[config.mk]
export PLATFORM = sky130hd
export DESIGN_NAME = dna_minimizer_stream
export DESIGN_NICKNAME = d
export VERILOG_FILES = /design/src/sv/dmz_pkg.sv /design/src/sv/dmz_front.sv /design/src/sv/dmz_fifo.sv /design/src/sv/dmz_back.sv /design/src/sv/dna_minimizer_stream.sv
export SDC_FILE = /design/constraint.sdc
export NUM_CORES = 2
export LEC_CHECK = 0
export ABC_AREA = 1
export ABC_CLOCK_PERIOD_IN_PS = 9000
export BUFFER_PORTS_ARGS = -buffer_cell sky130_fd_sc_hd__buf_2
export CAP_MARGIN = 20
export CORE_MARGIN = 8
export CORE_UTILIZATION = 40
export DETAILED_ROUTE_END_ITERATION = 10
export SLEW_MARGIN = 25
export SYNTH_ARGS = -nofsm -noshare
export SYNTH_HDL_FRONTEND = slang
export SYNTH_SLANG_ARGS = --single-unit
[constraint.sdc]
create_clock -name clk -period 9 [get_ports clk]
set_input_delay 1.35 -clock clk [delete_from_list [all_inputs] [get_ports clk]]
set_output_delay 1.35 -clock clk [all_outputs]
set_load 0.01 [all_outputs]
[src/sv/dmz_pkg.sv]
// Shared types, constants and the hash step function of the minimizer stream.
`default_nettype none

package dmz_pkg;

    // k-mer length in bases and the packed k-mer width in bits
    localparam int unsigned KMER_LEN = 19;
    localparam int unsigned KBITS    = 2 * KMER_LEN;

    // result field widths
    localparam int unsigned MIN_W  = 38;
    localparam int unsigned SLOT_W = 10;

    // the mix hash runs as a chain of seven dependent steps
    localparam int unsigned HASH_STEPS = 7;
    localparam int unsigned STEP_W     = 3;

    // complement of a 2-bit base code
    localparam logic [1:0] BASE_COMP = 2'h2;

    typedef logic [KBITS-1:0] kmer_t;

    typedef enum logic {
        CMD_KMER,
        CMD_END
    } cmd_kind_t;

    // one queued command from the front to the back
    typedef struct packed {
        cmd_kind_t kind;
        kmer_t     canon;
    } cmd_t;

    typedef enum logic [2:0] {
        ST_IDLE,
        ST_HASH,
        ST_WRITE,
        ST_SCAN,
        ST_CHECK
    } back_state_t;

    // one step of the integer mix hash at the k-mer width
    function automatic kmer_t mix_step(input kmer_t k, input logic [STEP_W-1:0] step);
        kmer_t r;
        begin
            case (step)
                3'd0:    r = (~k) + (k << 21);
                3'd1:    r = k ^ (k >> 24);
                3'd2:    r = k + (k << 3) + (k << 8);
                3'd3:    r = k ^ (k >> 14);
                3'd4:    r = k + (k << 2) + (k << 4);
                3'd5:    r = k ^ (k >> 28);
                3'd6:    r = k + (k << 31);
                default: r = k;
            endcase
            return r;
        end
    endfunction

endpackage

`default_nettype wire

[src/sv/dmz_front.sv]
// Front end: accepts bases, shifts the k-mers and queues canonical k-mers and end marks.
`default_nettype none

module dmz_front
    import dmz_pkg::*;
#(
    parameter int unsigned MAX_BASES = 512
)
(
    input  wire logic       clk,
    input  wire logic       rst_n,
    input  wire logic       in_valid,
    input  wire logic [7:0] in_base,
    input  wire logic       in_end,
    input  wire logic       q_full,
    output logic            in_ready,
    output logic            q_push,
    output cmd_t            q_cmd
);

    localparam int unsigned BW = $clog2(MAX_BASES + 1);

    kmer_t         fwd_reg, fwd_next;
    kmer_t         rc_reg, rc_next;
    logic [BW-1:0] seen_reg, seen_next;
    logic [BW-1:0] seen_inc;
    logic [1:0]    code;
    logic          accept;

    assign in_ready = !q_full;
    assign accept   = in_valid && in_ready;
    assign code     = in_base[2:1];
    assign seen_inc = seen_reg + BW'(1);

    always_comb
    begin
        fwd_next    = fwd_reg;
        rc_next     = rc_reg;
        seen_next   = seen_reg;
        q_push      = 1'b0;
        q_cmd.kind  = CMD_KMER;
        q_cmd.canon = '0;
        if (accept)
        begin
            if (in_end)
            begin
                // end mark: queue it and start a fresh sequence
                q_push     = 1'b1;
                q_cmd.kind = CMD_END;
                fwd_next   = '0;
                rc_next    = '0;
                seen_next  = '0;
            end
            else if (32'(seen_reg) < MAX_BASES)
            begin
                seen_next = seen_inc;
                fwd_next  = {fwd_reg[KBITS-3:0], code};
                rc_next   = {code ^ BASE_COMP, rc_reg[KBITS-1:2]};
                if (32'(seen_inc) >= KMER_LEN)
                begin
                    q_push      = 1'b1;
                    q_cmd.canon = (fwd_next < rc_next) ? fwd_next : rc_next;
                end
            end
            // bases past the limit drop here
        end
    end

    always_ff @(posedge clk or negedge rst_n)
    begin
        if (!rst_n)
        begin
            fwd_reg  <= '0;
            rc_reg   <= '0;
            seen_reg <= '0;
        end
        else
        begin
            fwd_reg  <= fwd_next;
            rc_reg   <= rc_next;
            seen_reg <= seen_next;
        end
    end

endmodule

`default_nettype wire

[src/sv/dmz_fifo.sv]
// Short command queue between the front end and the back end.
`default_nettype none

module dmz_fifo
    import dmz_pkg::*;
(
    input  wire logic clk,
    input  wire logic rst_n,
    input  wire logic push,
    input  wire cmd_t push_cmd,
    input  wire logic pop,
    output logic      full,
    output logic      nonempty,
    output cmd_t      head
);

    localparam int unsigned DEPTH = 4;
    localparam int unsigned AW    = $clog2(DEPTH);
    localparam int unsigned CW    = $clog2(DEPTH + 1);

    cmd_t          entry_reg [DEPTH];
    logic [AW-1:0] wr_reg, wr_next;
    logic [AW-1:0] rd_reg, rd_next;
    logic [CW-1:0] cnt_reg, cnt_next;

    assign full     = (cnt_reg == CW'(DEPTH));
    assign nonempty = (cnt_reg != '0);
    assign head     = entry_reg[rd_reg];

    always_comb
    begin
        wr_next  = push ? wr_reg + AW'(1) : wr_reg;
        rd_next  = pop ? rd_reg + AW'(1) : rd_reg;
        cnt_next = cnt_reg;
        if (push && !pop)
        begin
            cnt_next = cnt_reg + CW'(1);
        end
        else if (pop && !push)
        begin
            cnt_next = cnt_reg - CW'(1);
        end
    end

    always_ff @(posedge clk or negedge rst_n)
    begin
        if (!rst_n)
        begin
            wr_reg  <= '0;
            rd_reg  <= '0;
            cnt_reg <= '0;
        end
        else
        begin
            wr_reg  <= wr_next;
            rd_reg  <= rd_next;
            cnt_reg <= cnt_next;
        end
    end

    always_ff @(posedge clk)
    begin
        if (push)
        begin
            entry_reg[wr_reg] <= push_cmd;
        end
    end

endmodule

`default_nettype wire

[src/sv/dmz_back.sv]
// Back end: hashes queued k-mers, keeps the hash window, finds its minimum and emits results.
`default_nettype none

module dmz_back
    import dmz_pkg::*;
#(
    parameter int unsigned WINDOW_LEN = 16
)
(
    input  wire logic               clk,
    input  wire logic               rst_n,
    input  wire logic               cmd_valid,
    input  wire cmd_t               cmd,
    output logic                    cmd_pop,
    output logic                    res_valid,
    input  wire logic               res_ready,
    output logic [MIN_W-1:0]        res_min,
    output logic [SLOT_W-1:0]       res_slot,
    output logic                    res_done
);

    localparam int unsigned PW = $clog2(WINDOW_LEN);
    localparam int unsigned SW = $clog2(WINDOW_LEN + 1);

    back_state_t       state_reg, state_next;
    logic [STEP_W-1:0] step_reg, step_next;
    kmer_t             hash_reg, hash_next;
    logic [PW-1:0]     ptr_reg, ptr_next;
    logic [SW-1:0]     seen_reg, seen_next;
    logic [SW-1:0]     seen_wr;
    logic [SW-1:0]     scan_reg, scan_next;
    kmer_t             min_reg, min_next;
    kmer_t             last_reg, last_next;
    logic [SLOT_W-1:0] count_reg, count_next;
    logic              out_valid_reg, out_valid_next;
    logic [MIN_W-1:0]  out_min_reg, out_min_next;
    logic [SLOT_W-1:0] out_slot_reg, out_slot_next;
    logic              out_done_reg, out_done_next;
    logic              out_free;
    logic              mem_we;
    logic [PW-1:0]     rd_addr;
    kmer_t             rd_data_reg;
    kmer_t             window_mem [WINDOW_LEN];

    assign out_free  = !out_valid_reg || res_ready;
    assign seen_wr   = (seen_reg == SW'(WINDOW_LEN)) ? seen_reg : seen_reg + SW'(1);
    assign rd_addr   = scan_reg[PW-1:0];
    assign res_valid = out_valid_reg;
    assign res_min   = out_min_reg;
    assign res_slot  = out_slot_reg;
    assign res_done  = out_done_reg;

    // next state
    always_comb
    begin
        state_next = state_reg;
        case (state_reg)
            ST_IDLE:
            begin
                if (cmd_valid && cmd.kind == CMD_KMER)
                begin
                    state_next = ST_HASH;
                end
            end
            ST_HASH:
            begin
                if (step_reg == STEP_W'(HASH_STEPS - 1))
                begin
                    state_next = ST_WRITE;
                end
            end
            ST_WRITE:
            begin
                state_next = (seen_wr == SW'(WINDOW_LEN)) ? ST_SCAN : ST_IDLE;
            end
            ST_SCAN:
            begin
                if (scan_reg == SW'(WINDOW_LEN))
                begin
                    state_next = ST_CHECK;
                end
            end
            ST_CHECK:
            begin
                if (min_reg == last_reg || out_free)
                begin
                    state_next = ST_IDLE;
                end
            end
            default:
            begin
                state_next = ST_IDLE;
            end
        endcase
    end

    // datapath and outputs
    always_comb
    begin
        step_next      = step_reg;
        hash_next      = hash_reg;
        ptr_next       = ptr_reg;
        seen_next      = seen_reg;
        scan_next      = scan_reg;
        min_next       = min_reg;
        last_next      = last_reg;
        count_next     = count_reg;
        out_valid_next = out_valid_reg && !res_ready;
        out_min_next   = out_min_reg;
        out_slot_next  = out_slot_reg;
        out_done_next  = out_done_reg;
        cmd_pop        = 1'b0;
        mem_we         = 1'b0;
        case (state_reg)
            ST_IDLE:
            begin
                if (cmd_valid)
                begin
                    if (cmd.kind == CMD_END)
                    begin
                        if (out_free)
                        begin
                            cmd_pop        = 1'b1;
                            out_valid_next = 1'b1;
                            out_min_next   = '0;
                            out_slot_next  = count_reg;
                            out_done_next  = 1'b1;
                            ptr_next       = '0;
                            seen_next      = '0;
                            last_next      = '1;
                            count_next     = '0;
                        end
                    end
                    else
                    begin
                        cmd_pop   = 1'b1;
                        hash_next = cmd.canon;
                        step_next = '0;
                    end
                end
            end
            ST_HASH:
            begin
                hash_next = mix_step(hash_reg, step_reg);
                step_next = step_reg + STEP_W'(1);
            end
            ST_WRITE:
            begin
                mem_we    = 1'b1;
                ptr_next  = (ptr_reg == PW'(WINDOW_LEN - 1)) ? '0 : ptr_reg + PW'(1);
                seen_next = seen_wr;
                scan_next = '0;
            end
            ST_SCAN:
            begin
                // read data comes from the registered read port, in the cycle after its address
                scan_next = scan_reg + SW'(1);
                if (scan_reg != '0)
                begin
                    if (scan_reg == SW'(1) || rd_data_reg < min_reg)
                    begin
                        min_next = rd_data_reg;
                    end
                end
            end
            ST_CHECK:
            begin
                if (min_reg != last_reg && out_free)
                begin
                    out_valid_next = 1'b1;
                    out_min_next   = MIN_W'(min_reg);
                    out_slot_next  = count_reg;
                    out_done_next  = 1'b0;
                    last_next      = min_reg;
                    count_next     = count_reg + SLOT_W'(1);
                end
            end
            default:
            begin
                cmd_pop = 1'b0;
            end
        endcase
    end

    always_ff @(posedge clk or negedge rst_n)
    begin
        if (!rst_n)
        begin
            state_reg     <= ST_IDLE;
            step_reg      <= '0;
            ptr_reg       <= '0;
            seen_reg      <= '0;
            scan_reg      <= '0;
            last_reg      <= '1;
            count_reg     <= '0;
            out_valid_reg <= 1'b0;
        end
        else
        begin
            state_reg     <= state_next;
            step_reg      <= step_next;
            ptr_reg       <= ptr_next;
            seen_reg      <= seen_next;
            scan_reg      <= scan_next;
            last_reg      <= last_next;
            count_reg     <= count_next;
            out_valid_reg <= out_valid_next;
        end
    end

    always_ff @(posedge clk)
    begin
        hash_reg     <= hash_next;
        min_reg      <= min_next;
        out_min_reg  <= out_min_next;
        out_slot_reg <= out_slot_next;
        out_done_reg <= out_done_next;
    end

    // window memory: one write port, one registered read port
    always_ff @(posedge clk)
    begin
        if (mem_we)
        begin
            window_mem[ptr_reg] <= hash_reg;
        end
        rd_data_reg <= window_mem[rd_addr];
    end

endmodule

`default_nettype wire

[src/sv/dna_minimizer_stream.sv]
// Top level of the canonical k-mer window minimizer stream.
//
//  Channel   Dir  Signals                          Payload
//  s_axis    in   tvalid tready tdata[7:0] tlast   base; tlast = seq_end
//  m_axis    out  tvalid tready tdata[47:0] tlast  minimizer, slot; tlast = done_res
//
// Rates: the front end takes one base per cycle while the command queue has room.
// In the back end an end mark is handled in the idle state; a k-mer passes through
// fetch, seven steps of the shared hash unit and the window write, and once the
// window is full, a scan over the single read port of the window memory and a check.
// Reset: rst_n clears all control state asynchronously; the window memory holds
// no reset and is rewritten before any entry is read.
// Stalls: a result held in the output register stalls only the back end when it
// needs to emit; the front end keeps taking bases until the queue fills.
`default_nettype none

module dna_minimizer_stream
    import dmz_pkg::*;
#(
    parameter int unsigned WINDOW_LEN = 16,
    parameter int unsigned MAX_BASES  = 512
)
(
    input  wire logic        clk,
    input  wire logic        rst_n,
    input  wire logic        s_axis_tvalid,
    output logic             s_axis_tready,
    input  wire logic [7:0]  s_axis_tdata,   // [7:0] base
    input  wire logic        s_axis_tlast,
    output logic             m_axis_tvalid,
    input  wire logic        m_axis_tready,
    output logic [47:0]      m_axis_tdata,   // [37:0] minimizer, [47:38] slot
    output logic             m_axis_tlast
);

    logic              q_push;
    logic              q_pop;
    logic              q_full;
    logic              q_nonempty;
    cmd_t              q_in;
    cmd_t              q_head;
    logic [MIN_W-1:0]  res_min;
    logic [SLOT_W-1:0] res_slot;

    // front end: classify each transfer, shift the k-mers, queue commands
    dmz_front #(
        .MAX_BASES (MAX_BASES)
    ) u_front (
        .clk      (clk),
        .rst_n    (rst_n),
        .in_valid (s_axis_tvalid),
        .in_base  (s_axis_tdata),
        .in_end   (s_axis_tlast),
        .q_full   (q_full),
        .in_ready (s_axis_tready),
        .q_push   (q_push),
        .q_cmd    (q_in)
    );

    // decouple the front end (one base per cycle while the queue has room) from the multi-cycle back end
    dmz_fifo u_fifo (
        .clk      (clk),
        .rst_n    (rst_n),
        .push     (q_push),
        .push_cmd (q_in),
        .pop      (q_pop),
        .full     (q_full),
        .nonempty (q_nonempty),
        .head     (q_head)
    );

    // back end: hash, window minimum, change detect, result register
    dmz_back #(
        .WINDOW_LEN (WINDOW_LEN)
    ) u_back (
        .clk       (clk),
        .rst_n     (rst_n),
        .cmd_valid (q_nonempty),
        .cmd       (q_head),
        .cmd_pop   (q_pop),
        .res_valid (m_axis_tvalid),
        .res_ready (m_axis_tready),
        .res_min   (res_min),
        .res_slot  (res_slot),
        .res_done  (m_axis_tlast)
    );

    // pack the result: minimizer in the low bits, slot above it
    assign m_axis_tdata = {res_slot, res_min};

endmodule

`default_nettype wire
==> key figures <==
Detailed routing
  • Wire length per cell: 21.6 um
  • Number of nets with antenna violations after routing: 0
  • DRT Pass-1 Iters: 6
  • Residual DRC: 0
  • Vias: 37,390
  • Total wire length: 145,000 um
  • Via density: 5.59
  • DR iter-0 viols: 3,729

Clock tree
  • Worst-case clock buffer depth: 3
  • CTS tree: built
  • Clk_lat worst skew: 730 ps
  • H-tree Lvls: 3
  • Post-CTS Setup Bufs: 0
  • Hold Buf Count CTS: 0
  • Cts bufs inserted: 105
  • Post-CTS sizing: 0
  • Clock Sinks: 1,067
  • CTS Root Buffer Type: clkbuf_16
  • Worst-path clk slew: 70 ps

Synth
  • Post-synthesis cell count: 4,903
  • Ys flop type: edfxtp_1
  • Synth warn: 0
  • Syn avg cell area: 10.5 sq um
  • Post-synth EDFFs: 889
  • Synthesized area: 51,500 sq um
  • Post-synth net total: 5,175
  • Synth unique cells: 63
  • Seq/Total Area, Yosys: 60.2%
  • #FFs+latches synth: 1,067
  • FFs w/ async S/R, synth: 13.1%

STA
  • Part of the cycle the worst path needs: 46.8%
  • Tightest Pin Transition: 1040 ps
  • Max-slew violations: 0
  • Setup violations, final: 0
  • Unrepaired setup endpoints after global routing: no
  • Final hold vios: 0
  • Relative slew margins: 30.5%
  • Max Clk Rate: 0.238 GHz
  • Min Clock Period, post-route: 4210 ps
  • Setup_tns: 0 ps
  • Clk_skew: 50.3 ps

Critical path
  • CP Launch Point: u_back.step_reg[0]$_DFFE_PN0P_
  • RR Endpoint: u_back.hash_reg[25]$_DFFE_PP_
  • CP Launch Type: flip-flop
  • Launch point of the worst reg-to-reg path: u_back.step_reg[0]$_DFFE_PN0P_
  • Crit Path Max Fanout: 25
  • Worst EP arrival: 4590 ps
  • Critical Path RT: 9380 ps
  • Reg2reg setup slack: 4790 ps
  • R2R depth: 10
  • Critical path class: reg2reg
  • Worst setup EP type: flip-flop
  • Critical path endpoint: u_back.hash_reg[25]$_DFFE_PP_

Floorplanning
  • Die height: 375 um
  • Die area: 141,000 sq um
  • Core ar.: 128,000 sq um
  • Std-Cell Rows: 131
  • Die width: 375 um
  • Initial cell density of the core: 40.4%
  • IO Pins: 64

Flow run
  • # Max-Cap Violations: 0

Cells and area
  • Fin nets: 5,211
  • Share of layout cells above drive strength 1: 8.77%
  • Core Util, Final: 45.0%
  • Max FFs per register: 608
  • Synth-to-layout area growth: 11.5%

Global routing
  • Largest net degree at the start of global routing: 102
  • Vias in the first global route: 36,093
  • Global-route wire length before repair: 220,000 um
  • GRT Overall Usage: 20.0%
  • Initial antenna violation count: 1
  • GRT overflow: 0

Min path
  • Worst Hold Depth: 0
  • Worst min path class: reg2reg

Place
  • HPWL Detailed: 88,400 um
  • Gpl congestion: 0.945
  • PortBufs: 57

Outcome
  • Status: complete, no violations
Yosys cell counts, drive strengths merged (67+ instances only):
master  number  area [sq um]
inv        376          1410
buf         68           318
fa          67          1340
o221ai      74           648
nand2      703          2660
o21ai      540          2700
nand3      244          1220
clkbuf     150           563
a21oi      253          1280
dfrtp      102          2550
edfxtp     889         26700
nor2       680          2610
o22ai      190          1190
ha         192          2400
per-layer routing:
metal  share of wire, %  global-route usage [%]  vias to the layer above
met5                  0                       0                        -
met4                3.2                    6.08                        0
met3                6.2                    2.73                      266
met2                 47                    33.5                     1286
met1                 43                    27.2                    18302
li1                   -                       -                    17536
area by class of cell:
cell class	instances	area, sq um
diodes	1	2.50
clock buffers	125	2790
clock inverters	74	724
fillers	11874	70200
inverters	379	1430
multi-input cells	3239	18400
flip-flops and latches	1067	31000
well taps	1662	2080
repair buffers	147	971
kinds of logic (layout without fill, tap and decap cells):
kind of cell             after synthesis  in the layout  synth area share (%)
XOR/XNOR                              38             38                 0.646
other                                  0              1                     0
flip-flops                          1067           1067                  60.2
adder cells (fa/ha/maj)              259            259                  7.26
AO/OA/AOI/OAI                       1182           1182                  13.2
buffers and inverters                597            725                  4.47
AND/OR/NAND/NOR                     1760           1760                  14.2
worst max-delay path: stages, from the launching register on:
cell     delay [ps]
dfrtp_1         420
inv_1           100
ha_1            180
nand2_1         450
nand3_1         250
buf_4           350
inv_1           450
nand3_1         210
nor3b_2         510
o21a_1          570
o21a_1          400
through the flow:
| stage | std cells | hold slack [ps] | setup slack [ps] | instance area (sq um) |
|---|---|---|---|---|
| global route | 6693 | 454 | 4430 | 57400 |
| detailed placement | 6494 | 423 | 4700 | 53900 |
| global placement | 6494 | 423 | 4780 | 53900 |
| floorplan | 4903 | 409 | 4870 | 51500 |
| CTS | 6693 | 437 | 4700 | 57400 |
| finish | 6694 | 437 | 4790 | 57400 |
layout by cell type (no fill, tap or decap), drive strengths merged, types with 2 or more instances in the layout:
master,Yosys,routed
clkinv,3,58
or2,18,18
inv,376,380
o21bai,13,13
buf,68,147
nand3b,18,18
nand2,703,703
dfxtp,38,38
a22oi,24,24
o221ai,74,74
nor3,30,30
xor2,31,31
a31oi,12,12
ha,192,192
o22ai,190,190
dfrtp,102,102
nor2,680,680
o21ai,540,540
fa,67,67
o221a,5,5
clkbuf,150,125
a211oi,9,9
nand3,244,244
dfstp,38,38
o32ai,3,3
edfxtp,889,889
a21oi,253,253
o31ai,3,3
o211ai,31,31
and2,5,5
nor4,10,10
xnor2,7,7
a21o,6,6
bufinv,0,10
clkinvlp,0,5
nand4,49,49
o21a,8,8
a22o,2,2
worst min path at each step:
stage | startpoint | end | slack (ps)
2_1_floorplan | u_back.rd_data_reg[0]$_DFF_P_ | u_back.min_reg[0]$_DFFE_PP_ | 410
3_3_place_gp | u_back.rd_data_reg[14]$_DFF_P_ | u_back.min_reg[14]$_DFFE_PP_ | 420
3_5_place_dp | u_back.rd_data_reg[15]$_DFF_P_ | u_back.min_reg[15]$_DFFE_PP_ | 420
4_1_cts | u_back.rd_data_reg[15]$_DFF_P_ | u_back.min_reg[15]$_DFFE_PP_ | 440
5_1_grt | u_back.rd_data_reg[15]$_DFF_P_ | u_back.min_reg[15]$_DFFE_PP_ | 450
6_report | u_back.rd_data_reg[35]$_DFF_P_ | u_back.min_reg[35]$_DFFE_PP_ | 440
Power is not shown: default switching activity piles up to over one toggle a cycle in this logic, so the estimate is an artifact.
